===== src/hrle_pkg.sv =====
`timescale 1ns / 1ps
// Shared types and constants for the hybrid run-length row decoder.
// No dependencies; imported by hrle_core and hybrid_rle_row_decoder.
package hrle_pkg;

    localparam int X_W      = 10;
    localparam int COL_W    = 11;
    localparam int BYTE_W   = 8;
    localparam int WIDTH_W  = 11;
    localparam int RUN_W    = 8;

    localparam logic [1:0] MODE_HEADER  = 2'd0;
    localparam logic [1:0] MODE_REPEAT  = 2'd1;
    localparam logic [1:0] MODE_LITERAL = 2'd2;

    localparam int HDR_LITERAL_BIT = 7;

    localparam logic [WIDTH_W-1:0] SCENE_WIDTH_RESET = 11'd144;
    localparam logic [COL_W-1:0]   COL_DEAD          = 11'd1024;

    typedef struct packed {
        logic [BYTE_W-1:0] code_byte;
        logic              row_start;
        logic [X_W-1:0]    row_min_x;
        logic [X_W-1:0]    row_max_x;
        logic              row_last_byte;
    } code_item_t;

    typedef struct packed {
        logic [X_W-1:0]    span_x;
        logic [RUN_W-1:0]  span_length;
        logic [BYTE_W-1:0] pixel_index;
    } span_item_t;

    typedef struct packed {
        logic       emit;
        span_item_t span;
    } core_res_t;

endpackage


===== src/hybrid_rle_row_decoder.sv =====
`timescale 1ns / 1ps
// Each code beat is registered in in_reg, and any span it emits in out_reg.
// Throughput: one code beat per cycle when not stalled; the core updates all state in one pass.
// A waiting span only blocks input once the input register is also full.
// Reset (rst_n, async, active low) empties both registers, sets the decoder
// to expect a header at column 0 with clip 0, and scene_width to 144.
module hybrid_rle_row_decoder #(
    parameter int MAX_ROW_BYTES = 320
) (
    input  logic                          clk,
    input  logic                          rst_n,
    input  logic                          cfg_wr_en,
    input  logic [hrle_pkg::WIDTH_W-1:0]  cfg_wr_data,
    input  logic                          code_valid,
    output logic                          code_stall,
    input  hrle_pkg::code_item_t          code_data,
    output logic                          span_valid,
    input  logic                          span_stall,
    output hrle_pkg::span_item_t          span_data
);
    import hrle_pkg::*;

    logic [WIDTH_W-1:0] scene_width_reg;
    logic               in_valid_reg, in_valid_next;
    code_item_t         in_reg;
    logic               out_valid_reg, out_valid_next;
    span_item_t         out_reg;
    logic               out_open;
    logic               consume;
    logic               take_in;
    core_res_t          core_res;

    assign out_open   = !out_valid_reg || !span_stall;
    assign consume    = in_valid_reg && out_open;
    assign code_stall = in_valid_reg && !out_open;
    assign take_in    = code_valid && !code_stall;

    assign span_valid = out_valid_reg;
    assign span_data  = out_reg;

    hrle_core #(
        .MAX_ROW_BYTES(MAX_ROW_BYTES)
    ) u_core (
        .clk        (clk),
        .rst_n      (rst_n),
        .fire       (consume),
        .code       (in_reg),
        .scene_width(scene_width_reg),
        .result     (core_res)
    );

    always_comb
    begin
        in_valid_next = in_valid_reg;
        if (take_in)
        begin
            in_valid_next = 1'b1;
        end
        else if (consume)
        begin
            in_valid_next = 1'b0;
        end
        out_valid_next = out_valid_reg;
        if (out_open)
        begin
            out_valid_next = consume && core_res.emit;
        end
    end

    always_ff @(posedge clk or negedge rst_n)
    begin
        if (!rst_n)
        begin
            scene_width_reg <= SCENE_WIDTH_RESET;
            in_valid_reg    <= 1'b0;
            out_valid_reg   <= 1'b0;
        end
        else
        begin
            if (cfg_wr_en)
            begin
                scene_width_reg <= cfg_wr_data;
            end
            in_valid_reg  <= in_valid_next;
            out_valid_reg <= out_valid_next;
        end
    end

    always_ff @(posedge clk)
    begin
        if (take_in)
        begin
            in_reg <= code_data;
        end
        if (consume && core_res.emit)
        begin
            out_reg <= core_res.span;
        end
    end

`ifndef SYNTHESIS
    a_stall_needs_item: assert property (@(posedge clk) disable iff (!rst_n)
        code_stall |-> in_valid_reg && out_valid_reg)
        else $error("input stalled with nothing held");

    a_span_len_range: assert property (@(posedge clk) disable iff (!rst_n)
        span_valid |-> (span_data.span_length != 8'd0) && (span_data.span_length <= 8'd128))
        else $error("span length out of range");

    a_span_in_row: assert property (@(posedge clk) disable iff (!rst_n)
        span_valid |-> ({1'b0, span_data.span_x} + {3'b000, span_data.span_length}) <= 11'd1024)
        else $error("span runs past last column");
`endif

endmodule


===== src/hrle_core.sv =====
`timescale 1ns / 1ps
// Decode state and single-pass next-state logic for one code beat.
// Depends on hrle_pkg.
module hrle_core #(
    parameter int MAX_ROW_BYTES = 320
) (
    input  logic                       clk,
    input  logic                       rst_n,
    input  logic                       fire,
    input  hrle_pkg::code_item_t       code,
    input  logic [hrle_pkg::WIDTH_W-1:0] scene_width,
    output hrle_pkg::core_res_t        result
);
    import hrle_pkg::*;

    localparam int SEEN_W = $clog2(MAX_ROW_BYTES + 1);
    localparam logic [SEEN_W-1:0] SEEN_MAX = SEEN_W'(MAX_ROW_BYTES);

    logic [1:0]        mode_reg,  mode_next;
    logic [RUN_W-1:0]  run_reg,   run_next;
    logic [COL_W-1:0]  col_reg,   col_next;
    logic [X_W-1:0]    clip_reg,  clip_next;
    logic [SEEN_W-1:0] seen_reg,  seen_next;

    logic [1:0]         mode_eff;
    logic [RUN_W-1:0]   run_eff;
    logic [COL_W-1:0]   col_eff;
    logic [X_W-1:0]     clip_eff;
    logic [SEEN_W-1:0]  seen_eff;
    logic [WIDTH_W-1:0] w1;
    logic [COL_W-1:0]   room;
    logic [RUN_W-1:0]   rep_len;
    logic [RUN_W-1:0]   run_dec;
    logic               take;

    always_comb
    begin
        mode_eff = mode_reg;
        run_eff  = run_reg;
        col_eff  = col_reg;
        clip_eff = clip_reg;
        seen_eff = seen_reg;
        w1       = scene_width - WIDTH_W'(1);
        if (code.row_start)
        begin
            mode_eff = MODE_HEADER;
            run_eff  = '0;
            seen_eff = '0;
            if (scene_width == '0)
            begin
                clip_eff = '0;
                col_eff  = COL_DEAD;
            end
            else
            begin
                clip_eff = ({1'b0, code.row_max_x} < w1) ? code.row_max_x : w1[X_W-1:0];
                col_eff  = {1'b0, code.row_min_x};
            end
        end

        take    = (seen_eff < SEEN_MAX) && (col_eff <= {1'b0, clip_eff});
        room    = {1'b0, clip_eff} - col_eff + COL_W'(1);
        rep_len = ({3'b000, run_eff} < room) ? run_eff : room[RUN_W-1:0];
        run_dec = (run_eff != '0) ? run_eff - RUN_W'(1) : run_eff;

        mode_next = mode_eff;
        run_next  = run_eff;
        col_next  = col_eff;
        clip_next = clip_eff;
        seen_next = (seen_eff < SEEN_MAX) ? seen_eff + SEEN_W'(1) : seen_eff;
        if (code.row_last_byte)
        begin
            seen_next = SEEN_MAX;
        end

        result.emit             = 1'b0;
        result.span.span_x      = col_eff[X_W-1:0];
        result.span.span_length = rep_len;
        result.span.pixel_index = code.code_byte;

        if (take)
        begin
            unique case (mode_eff)
                MODE_REPEAT:
                begin
                    result.emit = 1'b1;
                    col_next    = col_eff + {3'b000, rep_len};
                    run_next    = '0;
                    mode_next   = MODE_HEADER;
                end
                MODE_LITERAL:
                begin
                    result.emit             = 1'b1;
                    result.span.span_length = RUN_W'(1);
                    col_next                = col_eff + COL_W'(1);
                    run_next                = run_dec;
                    if (run_dec == '0)
                    begin
                        mode_next = MODE_HEADER;
                    end
                end
                default:
                begin
                    run_next  = {1'b0, code.code_byte[6:0]} + RUN_W'(1);
                    mode_next = code.code_byte[HDR_LITERAL_BIT] ? MODE_LITERAL : MODE_REPEAT;
                end
            endcase
        end
    end

    always_ff @(posedge clk or negedge rst_n)
    begin
        if (!rst_n)
        begin
            mode_reg <= MODE_HEADER;
            run_reg  <= '0;
            col_reg  <= '0;
            clip_reg <= '0;
            seen_reg <= '0;
        end
        else if (fire)
        begin
            mode_reg <= mode_next;
            run_reg  <= run_next;
            col_reg  <= col_next;
            clip_reg <= clip_next;
            seen_reg <= seen_next;
        end
    end

`ifndef SYNTHESIS
    a_no_emit_on_header: assert property (@(posedge clk) disable iff (!rst_n)
        fire && result.emit |-> !code.row_start && (mode_reg != MODE_HEADER))
        else $error("span emitted from header state");

    a_literal_len_one: assert property (@(posedge clk) disable iff (!rst_n)
        fire && result.emit && (mode_reg == MODE_LITERAL) |-> result.span.span_length == 8'd1)
        else $error("literal span longer than one");

    a_seen_bound: assert property (@(posedge clk) disable iff (!rst_n)
        seen_reg <= SEEN_MAX && col_reg <= COL_DEAD)
        else $error("byte count or column out of range");
`endif

endmodule

===== config.mk =====
export PLATFORM = sky130hd
export DESIGN_NAME = hybrid_rle_row_decoder
export DESIGN_NICKNAME = d
export VERILOG_FILES = /design/src/hrle_pkg.sv /design/src/hybrid_rle_row_decoder.sv /design/src/hrle_core.sv
export SDC_FILE = /design/constraint.sdc
export NUM_CORES = 1
export LEC_CHECK = 0
export ABC_AREA = 1
export BUFFER_PORTS_ARGS = -buffer_cell sky130_fd_sc_hd__buf_2
export CAP_MARGIN = 40
export CORE_MARGIN = 2
export CORE_UTILIZATION = 57
export DETAILED_ROUTE_END_ITERATION = 7
export GPL_ROUTABILITY_DRIVEN = 0
export PLACE_DENSITY = 0.86
export RECOVER_POWER = 100
export SLEW_MARGIN = 15
export SYNTH_ARGS = -nofsm -noshare
export SYNTH_HDL_FRONTEND = slang
export SYNTH_SLANG_ARGS = --single-unit

===== constraint.sdc =====
create_clock -name clk -period 12.5 [get_ports clk]
set_input_delay 2.5 -clock clk [delete_from_list [all_inputs] [get_ports clk]]
set_output_delay 2.5 -clock clk [all_outputs]
set_load 0.02 [all_outputs]

==> impl_metrics.tcl, run 1 <==
set metrics [dict create \
    synth_edf_count 56 \
    post-route-drc-count 0 \
    worst_hold_startpoint "in_reg[28]" \
    synth.yosys.seq_area_share_pct 41.5 \
    synth_top_flop_cell "sky130_fd_sc_hd__edfxtp_1" \
    type_of_the_setup_path_with_the_least_slack "reg2reg" \
    final_common_cell "sky130_fd_sc_hd__nand2_1" \
    post_cts.repair.setup_buffers 0 \
    drive_gt1_share_pct 10.3 \
    setup_repair_after_global_routing_missed_its_margin "false" \
    setup.worst_path.start_class "flip-flop" \
    syn_area_per_cell_um2 7.88 \
    timing.clock.skew_ns 0.00933 \
    cts_num_sinks 109 \
    crit_path_top_delay_cell "sky130_fd_sc_hd__clkinvlp_2" \
    first_pass_grt_wire_length_um 27700 \
    timing.setup.tns_ns 0 \
    leading_cell_types_by_total_area_after_synthesis "sky130_fd_sc_hd__edfxtp_1 23%, sky130_fd_sc_hd__dfrtp_1 18%, sky130_fd_sc_hd__nand2_1 15%, sky130_fd_sc_hd__ha_1 10%, sky130_fd_sc_hd__inv_1 5.9%" \
    post_cts_resize_count 0 \
    die_area_um2 13700 \
    postRouteWirelength_um 16500 \
    path_max_fanout 35 \
    global_route.overflow_total 0 \
    floorplan.initialDensity_pct 58.0 \
    cts_hold_repair.buffers 0 \
    rr_worst_depth 40 \
    holdCritPathClass "reg2reg" \
    total_standard_cell_area_after_synthesis_um2 7260 \
    yosysTopAreaCell "sky130_fd_sc_hd__edfxtp_1" \
    root_buffer "sky130_fd_sc_hd__clkbuf_16" \
    i_o_pin_cnt 74 \
    die_w_um 117 \
    final_critical_path_setup_slack_ns 4.85 \
    grt.met3_usage_pct 4.99 \
    arrival_ns 7.95 \
    dr.pass1.iters 6 \
    worst_slew_margin_rel_pct -104 \
    vdd.ir_drop.worst_mv 0.110 \
    routed-via-count 6181 \
    synth_cells 921 \
    outcome "complete, but fails checks" \
    detail-route-antenna-nets 0 \
    grt_antenna_before_repair 0 \
    synth.ff_latch_count 109 \
    clkLatencyLatePin_ns 0.36 \
    cts_inserted_buffers 9 \
    maximum_number_of_pins_on_one_net_before_global_route_repair 54 \
    synthesis.nets 1028 \
    avgRoutedWirePerCell_um 14.1 \
    path_common_cell "sky130_fd_sc_hd__nand2_1" \
    gr-usage-all-layers_pct 26.1 \
    failed_checks "capacitance limit, slew limit" \
    ys_warn_count 0 \
    final-hold-violation-count 0 \
    max_freq_ghz 0.131 \
    clkTransAtPathRegs_ns 0.07 \
    tightest_slew_ns 3.06 \
    regToRegStartpoint "in_reg[21]" \
    maximum_root_to_sink_buffer_count 2 \
    grt.busiest_layer "met2" \
    dpl.hpwl_um 12100 \
    flip_flop_count_of_the_largest_register_after_layout 30 \
    htree_levels 3 \
    fin_nets 1100 \
    yosys.area.top_type_share_pct 23.2 \
    power.leakage_nw 4.04 \
    slew_limit_fails 172 \
    dieHeight_um 117 \
    floorplan_core_area_um2 12500 \
    cp_data_required_time_ns 12.80 \
    met2_usage_pct 45.3 \
    n_antenna_cell 0 \
    mostFrequentLayoutCells "295 x sky130_fd_sc_hd__nand2_1, 114 x sky130_fd_sc_hd__inv_1, 80 x sky130_fd_sc_hd__nor2_1" \
    syn2layout_area_growth_pct 10.2 \
    starting_drc_count_in_detailed_routing 468 \
    std_cell_rows 41 \
    hold_path_endpoint "span_data[6]" \
    critical_path.reg2reg.endpoint "u_core.col_reg[9]" \
    setup_viol 0 \
    critPathCaptureType "flip-flop" \
    p_per_area_nw_per_um2 217 \
    ys_types 49 \
    share_of_flip_flops_with_an_asynchronous_set_or_reset_pct 48.6 \
    drt-vias-per-instance 5.28 \
    grt.met1_usage_pct 32.1 \
    worst_hold_path.num_cells 0 \
    critical_path.max_stage_delay_ns 1.40 \
    r2r_setup_slack_ns 4.85 \
    portBuffers 73 \
    timing.final.crit_share_pct 61.2 \
    cap_viol_max_count 5 \
    timing.final.crit_period_ns 7.65 \
    cts_tree "built" \
    first_global_vias 5883 \
    dpl_worst_slack_ns 5.71 \
]
==> metal layers <==
| metal | up-vias | wire length [um] |
|---|---|---|
| met5 | - | 0 |
| met4 | 0 | 553 |
| met3 | 45 | 1060 |
| met2 | 225 | 7840 |
| met1 | 2799 | 7090 |
| li1 | 3112 | - |
==> power by group <==
part / internal (mW) / switching [mW]
clock: 0.148 / 0.134
sequential: 0.476 / 0.0464
combinational: 0.308 / 0.627
==> synth_stat cells, types with 4 or more instances <==
cell type,count
sky130_fd_sc_hd__edfxtp_1,56
sky130_fd_sc_hd__clkbuf_1,10
sky130_fd_sc_hd__nand2_4,5
sky130_fd_sc_hd__nor3_1,8
sky130_fd_sc_hd__nand3_1,71
sky130_fd_sc_hd__inv_2,4
sky130_fd_sc_hd__o22ai_1,8
sky130_fd_sc_hd__nor2_2,4
sky130_fd_sc_hd__ha_1,60
sky130_fd_sc_hd__inv_1,114
sky130_fd_sc_hd__a21oi_1,24
sky130_fd_sc_hd__nand4_1,6
sky130_fd_sc_hd__xor2_1,18
sky130_fd_sc_hd__nand3b_1,4
sky130_fd_sc_hd__nand2_1,290
sky130_fd_sc_hd__xnor2_1,10
sky130_fd_sc_hd__o21ai_0,37
sky130_fd_sc_hd__nor2_1,79
sky130_fd_sc_hd__dfrtp_1,51
sky130_fd_sc_hd__nand2_2,18
sky130_fd_sc_hd__buf_1,4
==> final cells by class <==
class	count	area, um2
clock inverter	6	42.5
multi-input combinational	674	3680
sequential	109	3010
timing repair buffer	79	352
clock buffer	10	250
tap	172	215
fill	1126	4510
inverter	120	452
==> how the worst max path moves through the flow <==
stage                       start                end  slack [ns]  cells after the start
6_report               in_reg[21]  u_core.col_reg[9]        4.85                     40
4_1_cts        scene_width_reg[0]  u_core.col_reg[9]        5.58                     53
2_1_floorplan  scene_width_reg[0]  u_core.col_reg[8]        6.46                     49
3_5_place_dp   scene_width_reg[0]  u_core.col_reg[8]        5.71                     49
5_1_grt                in_reg[21]  u_core.col_reg[9]        4.06                     41
3_3_place_gp   scene_width_reg[0]  u_core.col_reg[8]        5.93                     49
==> logic make-up after synthesis <==
| group | after synthesis | share of synthesized area, % |
|---|---|---|
| multiplexers | 3 | 0.465 |
| AO/OA/AOI/OAI | 87 | 6.93 |
| flip-flops | 109 | 41.5 |
| adder cells (fa/ha/maj) | 61 | 10.6 |
| AND/OR/NAND/NOR | 494 | 29.6 |
| buffers and inverters | 138 | 7.32 |
| XOR/XNOR | 29 | 3.60 |
==> stage by stage <==
step                cells  power, mW  hold slack (ns)  cell area [um2]  util [%]
global placement     1154       1.44            0.437             7810      62.4
finish               1170       1.74            0.471             8000      63.9
floorplan             921       1.24            0.426             7260         -
global route         1170       1.89            0.489             8000      63.9
detailed placement   1154       1.46            0.444             7810      62.4
CTS                  1170       1.75            0.477             8100      64.7
==> critical path: cells and delay by family, from the launching register on <==
family                   cells  cell delay (ns)
AND/OR/NAND/NOR             28             3.07
buffers and inverters        4             1.71
adder cells (fa/ha/maj)      4             1.26
flip-flops                   1             0.70
AO/OA/AOI/OAI                3             0.65
XOR/XNOR                     1             0.16
No activity file was read; power rests on OpenSTA's default activity.
==> inputs of run 2 (changes only) <==
--- a/config.mk
+++ b/config.mk
@@ -9,7 +9,7 @@
 export BUFFER_PORTS_ARGS = -buffer_cell sky130_fd_sc_hd__buf_2
 export CAP_MARGIN = 40
 export CORE_MARGIN = 2
-export CORE_UTILIZATION = 57
+export CORE_UTILIZATION = 54
 export DETAILED_ROUTE_END_ITERATION = 7
 export GPL_ROUTABILITY_DRIVEN = 0
 export PLACE_DENSITY = 0.86
==> constraint.sdc (replaced) <==
create_clock -name clk -period 6.5 [get_ports clk]
set_input_delay 1.3 -clock clk [delete_from_list [all_inputs] [get_ports clk]]
set_output_delay 1.3 -clock clk [all_outputs]
set_load 0.02 [all_outputs]
==> run 2 against run 1 <==
- the run ends with capacitance limit, slew limit, setup timing left
- clock-buffer cell count did not move
- cell count rose by 3.7%
- first-iteration DRC count rose by 81%
- flip-flop and latch count did not move
- clock skew rose by 0.0029 ns
- critical path depth rose by 4
- fmax rose by 17%
- utilization rose by 3.1 points
- worst setup slack got worse by 4.9 ns
- register-to-register slack got worse by 4.9 ns
- critical path type unchanged
- largest power group unchanged
- highest routed layer unchanged
==> impl_metrics.tcl, run 2 (synthesis results as in run 1) <==
set metrics [dict create \
    outcome "complete, but fails checks" \
    failed_checks "capacitance limit, slew limit, setup timing" \
    clkTransAtPathRegs_ns 0.07 \
    fin_nets 1139 \
    r2r_setup_slack_ns -0.06 \
    first_global_vias 6046 \
    global_route.overflow_total 0 \
    crit_path_top_delay_cell "sky130_fd_sc_hd__dfrtp_1" \
    floorplan_core_area_um2 13200 \
    power.leakage_nw 4.27 \
    i_o_pin_cnt 74 \
    portBuffers 73 \
    htree_levels 3 \
    starting_drc_count_in_detailed_routing 847 \
    die_w_um 120 \
    root_buffer "sky130_fd_sc_hd__clkbuf_16" \
    maximum_root_to_sink_buffer_count 2 \
    cp-startpoint "scene_width_reg[0]" \
    setup.worst_path.start_class "flip-flop" \
    worst_slew_margin_rel_pct -107 \
    critical_path.max_stage_delay_ns 0.40 \
    flip_flop_count_of_the_largest_register_after_layout 30 \
    mostFrequentLayoutCells "274 x sky130_fd_sc_hd__nand2_1, 107 x sky130_fd_sc_hd__inv_1, 68 x sky130_fd_sc_hd__nor2_1" \
    cts_hold_repair.buffers 0 \
    post-route-drc-count 0 \
    max_freq_ghz 0.152 \
    detail-route-antenna-nets 0 \
    dieHeight_um 120 \
    regToRegStartpoint "scene_width_reg[0]" \
    stdcell_area_um2 8840 \
    p_per_area_nw_per_um2 445 \
    cts_inserted_buffers 9 \
    vdd.ir_drop.worst_mv 0.245 \
    n_antenna_cell 0 \
    timing.final.crit_share_pct 101 \
    final_common_cell "sky130_fd_sc_hd__nand2_1" \
    cp_data_required_time_ns 6.75 \
    setup_viol 2 \
    dpl.hpwl_um 12900 \
    slew_limit_fails 54 \
    syn2layout_area_growth_pct 21.7 \
    timing.hold.ws_ns 0.471 \
    routed-via-count 6976 \
    avgRoutedWirePerCell_um 16.9 \
    holdCritPathClass "reg2reg" \
    rr_worst_depth 44 \
    type_of_the_setup_path_with_the_least_slack "reg2reg" \
    drt-vias-per-instance 5.75 \
    path_max_fanout 8 \
    final_critical_path_setup_slack_ns -0.0581 \
    maximum_number_of_pins_on_one_net_before_global_route_repair 54 \
    path_common_cell "sky130_fd_sc_hd__nand2_1" \
    postRouteWirelength_um 20500 \
    dpl_worst_slack_ns -0.0178 \
    arrival_ns 6.81 \
    timing.final.crit_period_ns 6.56 \
    cts_tree "built" \
    first_pass_grt_wire_length_um 28000 \
    post-layout-total-power_mw 3.93 \
    place_area_um2 7910 \
    critPathCaptureType "flip-flop" \
    tightest_slew_ns 3.10 \
    floorplan.initialDensity_pct 55.0 \
    std_cell_rows 42 \
    final-hold-violation-count 0 \
    gr-usage-all-layers_pct 24.7 \
    cts_num_sinks 109 \
    clkLatencyLatePin_ns 0.37 \
    timing.clock.skew_ns 0.0122 \
    grt_antenna_before_repair 0 \
    cap_viol_max_count 1 \
    drive_gt1_share_pct 21.7 \
    worst_hold_path.num_cells 0 \
    dr.pass1.iters 7 \
    final_core_util_pct 67.0 \
    die_area_um2 14400 \
    worst_hold_startpoint "in_reg[28]" \
]
-- run 2: changes by cell type in the layout (fill, tap and decap cells not counted), moves of 11 or more --
| cell | delta |
|---|---|
| sky130_fd_sc_hd__ha_4 | +16 |
| sky130_fd_sc_hd__nand2_1 | -21 |
| sky130_fd_sc_hd__buf_4 | +32 |
| sky130_fd_sc_hd__nor2_1 | -12 |
| sky130_fd_sc_hd__nand2_2 | +16 |
| sky130_fd_sc_hd__ha_1 | -19 |
| sky130_fd_sc_hd__nand3_1 | -11 |
-- run 2: per-stage QoR --
step	instances	setup TNS, ns
after floorplan	921	0
after global placement	1171	0
after detailed placement	1171	-0.0178
after CTS	1188	0
after global routing	1213	-1.40
final	1213	-0.0711
-- run 2: worst max-delay path: cells and delay by family (launching register included) --
family          cells  cell delay, ns
compound gates      6            1.07
xor+xnor            3            0.57
fa+ha+maj           6            1.56
buf+inv             3            0.43
flops               1            0.40
simple gates       26            2.41
-- run 2: final cells by class --
cell class | instances | area (um2)
clock inverters | 6 | 38.8
fillers | 979 | 4350
clock buffers | 10 | 229
multi-input cells | 675 | 4240
well taps | 176 | 220
inverters | 120 | 453
flip-flops and latches | 109 | 3010
repair buffers | 117 | 647
-- run 2: path summary, 6_finish.rpt --
path,to
max in group asynchronous,u_core.mode_reg[0]
hold reg to reg,span_data[6]
setup / recovery,u_core.col_reg[6]
setup reg to reg,u_core.col_reg[6]
min in group asynchronous,u_core.seen_reg[4]
hold / removal,span_data[6]
-- run 2: layer usage --
metal	routed length (um)	up-vias	track usage, %
met5	0	-	0
met3	1780	123	5.99
li1	-	3199	-
met1	7850	3238	29.9
met2	9790	416	41.8
met4	1080	0	11.2
-- run 2: power breakdown --
group | total [mW] | switching, mW | leakage (nW) | internal (mW)
Sequential | 1.00 | 0.0894 | 1.19 | 0.914
Clock | 0.512 | 0.253 | 0.129 | 0.259
Combinational | 2.42 | 1.54 | 2.95 | 0.873
-- run 2: repair_timing --
item / in CTS / in global routing
setup buffers: 0 / 24
resized for setup: 8 / 95
cloned: 1 / 1
endpoints found under the setup margin: 2 / 9
pin swaps: 1 / 52
==> inputs of run 3 (changes only) <==
--- a/config.mk
+++ b/config.mk
@@ -9,10 +9,11 @@
 export BUFFER_PORTS_ARGS = -buffer_cell sky130_fd_sc_hd__buf_2
 export CAP_MARGIN = 40
 export CORE_MARGIN = 2
-export CORE_UTILIZATION = 54
+export CORE_UTILIZATION = 56
+export CTS_BUF_LIST = sky130_fd_sc_hd__clkbuf_2
 export DETAILED_ROUTE_END_ITERATION = 7
 export GPL_ROUTABILITY_DRIVEN = 0
-export PLACE_DENSITY = 0.86
+export PLACE_DENSITY = 0.88
 export RECOVER_POWER = 100
 export SLEW_MARGIN = 15
 export SYNTH_ARGS = -nofsm -noshare
==> run 3 against run 2 <==
- the flow still finishes with violations (capacitance limit, slew limit, setup timing)
- critical path depth increased by 2
- register-to-register slack got worse by 0.14 ns
- via count decreased by 0.77%
- largest cell class unchanged
- final area increased by 0.34%
- non-clock buffer count increased by 12
==> impl_metrics.tcl, run 3 (synthesis results as in run 1) <==
set metrics [dict create \
    holdCritPathClass "reg2reg" \
    worst_hold_path.num_cells 0 \
    first_global_vias 6268 \
    detail-route-antenna-nets 0 \
    cap_viol_max_count 1 \
    die_area_um2 13900 \
    first_pass_grt_wire_length_um 28600 \
    mostFrequentLayoutCells "271 x sky130_fd_sc_hd__nand2_1, 106 x sky130_fd_sc_hd__inv_1, 72 x sky130_fd_sc_hd__buf_2" \
    max_freq_ghz 0.149 \
    path_common_cell "sky130_fd_sc_hd__nand2_1" \
    timing.clock.skew_ns 0.0319 \
    cts_tree "built" \
    floorplan_core_area_um2 12600 \
    outcome "complete, but fails checks" \
    power.internal_mw 1.88 \
    arrival_ns 7.31 \
    timing.final.crit_period_ns 6.70 \
    vdd.ir_drop.worst_mv 0.178 \
    slew_limit_fails 54 \
    cts_inserted_buffers 9 \
    htree_levels 3 \
    avgRoutedWirePerCell_um 17.2 \
    grt_antenna_before_repair 0 \
    number_of_filler_instances_in_the_final_layout 881 \
    drive_gt1_share_pct 27.4 \
    flip_flop_count_of_the_largest_register_after_layout 30 \
    timing.setup.tns_ns -0.330 \
    maximum_number_of_pins_on_one_net_before_global_route_repair 54 \
    comb_power_share_pct 65.6 \
    tightest_slew_ns 3.00 \
    timing.final.crit_share_pct 103 \
    critical_path.max_stage_delay_ns 0.53 \
    gr-usage-all-layers_pct 25.8 \
    postRouteWirelength_um 21000 \
    std_cell_rows 41 \
    i_o_pin_cnt 74 \
    dpl.hpwl_um 13000 \
    stdcell_area_um2 8870 \
    critPathCaptureType "flip-flop" \
    worst_slew_margin_rel_pct -100 \
    maximum_root_to_sink_buffer_count 2 \
    syn2layout_area_growth_pct 22.2 \
    floorplan.initialDensity_pct 57.5 \
    post-route-drc-count 0 \
    dieHeight_um 118 \
    n_antenna_cell 0 \
    timing.hold.ws_ns 0.505 \
    power.share.clock_pct 7.6 \
    type_of_the_setup_path_with_the_least_slack "reg2reg" \
    netSwitchingPower_mw 1.86 \
    clkLatencyLatePin_ns 0.68 \
    drt-vias-per-instance 5.67 \
    global_route.overflow_total 0 \
    routed-via-count 6922 \
    p_per_area_nw_per_um2 422 \
    setup.worst_path.start_class "flip-flop" \
    cp_data_required_time_ns 7.11 \
    starting_drc_count_in_detailed_routing 751 \
    clkTransAtPathRegs_ns 0.29 \
    setup_viol 3 \
    dpl_worst_slack_ns -0.211 \
    rr_worst_depth 46 \
    fin_nets 1150 \
    final-hold-violation-count 0 \
    setup_repair_after_global_routing_missed_its_margin "true" \
    p_sw_share_pct 49.6 \
    r2r_setup_slack_ns -0.20 \
    cts_num_sinks 109 \
    final_critical_path_setup_slack_ns -0.200 \
    die_w_um 118 \
    failed_checks "capacitance limit, slew limit, setup timing" \
    place_area_um2 7920 \
    cts_hold_repair.buffers 0 \
    crit_path_top_delay_cell "sky130_fd_sc_hd__dfrtp_2" \
    power.leakage_nw 4.40 \
    path_max_fanout 7 \
    dr.pass1.iters 6 \
    final_common_cell "sky130_fd_sc_hd__nand2_1" \
    share_seq_of_total_power_pct 26.8 \
    root_buffer "sky130_fd_sc_hd__clkbuf_2" \
    portBuffers 73 \
]
[run 3: cell types whose count changed in the layout (fill, tap and decap cells not counted), moves of 8 or more]
cell                        change
sky130_fd_sc_hd__nand3_1        -8
sky130_fd_sc_hd__clkbuf_1      -36
sky130_fd_sc_hd__buf_2         +27
sky130_fd_sc_hd__clkbuf_16      -9
sky130_fd_sc_hd__nand3_2        +9
sky130_fd_sc_hd__buf_4         +21
sky130_fd_sc_hd__clkbuf_2       +9
[run 3: area by class of cell]
cell class	instances	area, um2	area share [%]
timing repair buffer	129	788	8.89
tap	172	215	2.43
clock buffer	9	45.0	0.508
sequential	109	3010	34.0
inverter	120	455	5.13
clock inverter	7	46.3	0.522
multi-input combinational	674	4310	48.6
[run 3: path summary, 6_finish.rpt]
check	from	to
min	in_reg[28]	span_data[6]
min reg2reg	in_reg[28]	span_data[6]
max reg2reg	scene_width_reg[3]	u_core.col_reg[5]
max in group asynchronous	rst_n	scene_width_reg[6]
min in group asynchronous	rst_n	scene_width_reg[0]
max	scene_width_reg[3]	u_core.col_reg[5]
[run 3: power by group through the flow]
stage               Sequential (mW)  Combinational (mW)  Clock, mW
floorplan                      1.03                1.35          0
global placement               1.00                1.79          0
detailed placement             1.01                1.86          0
CTS                           0.994                1.94      0.292
global route                   1.02                2.67      0.314
finish                         1.00                2.45      0.286
[run 3: through the flow]
step	total power, mW	util [%]	cells
finish	3.74	70.3	1220
global route	4.00	70.3	1220
CTS	3.22	64.6	1191
detailed placement	2.86	62.8	1169
global placement	2.80	62.8	1169
floorplan	2.39	-	921
[run 3: timing repair]
action	in CTS	in global routing
endpoints found under the setup margin	7	9
endpoints found under the hold margin	0	0
setup buffers	6	29
gates resized for setup	14	106
pin swaps	6	69
[run 3: routing by layer]
metal	up-vias	part of all wire [%]	track usage, %
met2	446	48	42.9
li1	3211	-	-
met5	-	0	0
met3	115	9.1	6.20
met1	3150	37	31.2
met4	0	6.1	13.6
[run 3: critical path, delay by kind of cell, from the launching register on]
| family | cells | cell delay [ns] |
|---|---|---|
| compound gates | 5 | 0.65 |
| simple gates | 28 | 2.59 |
| buf+inv | 5 | 0.68 |
| fa+ha+maj | 5 | 1.52 |
| xor+xnor | 3 | 0.63 |
| flops | 1 | 0.53 |
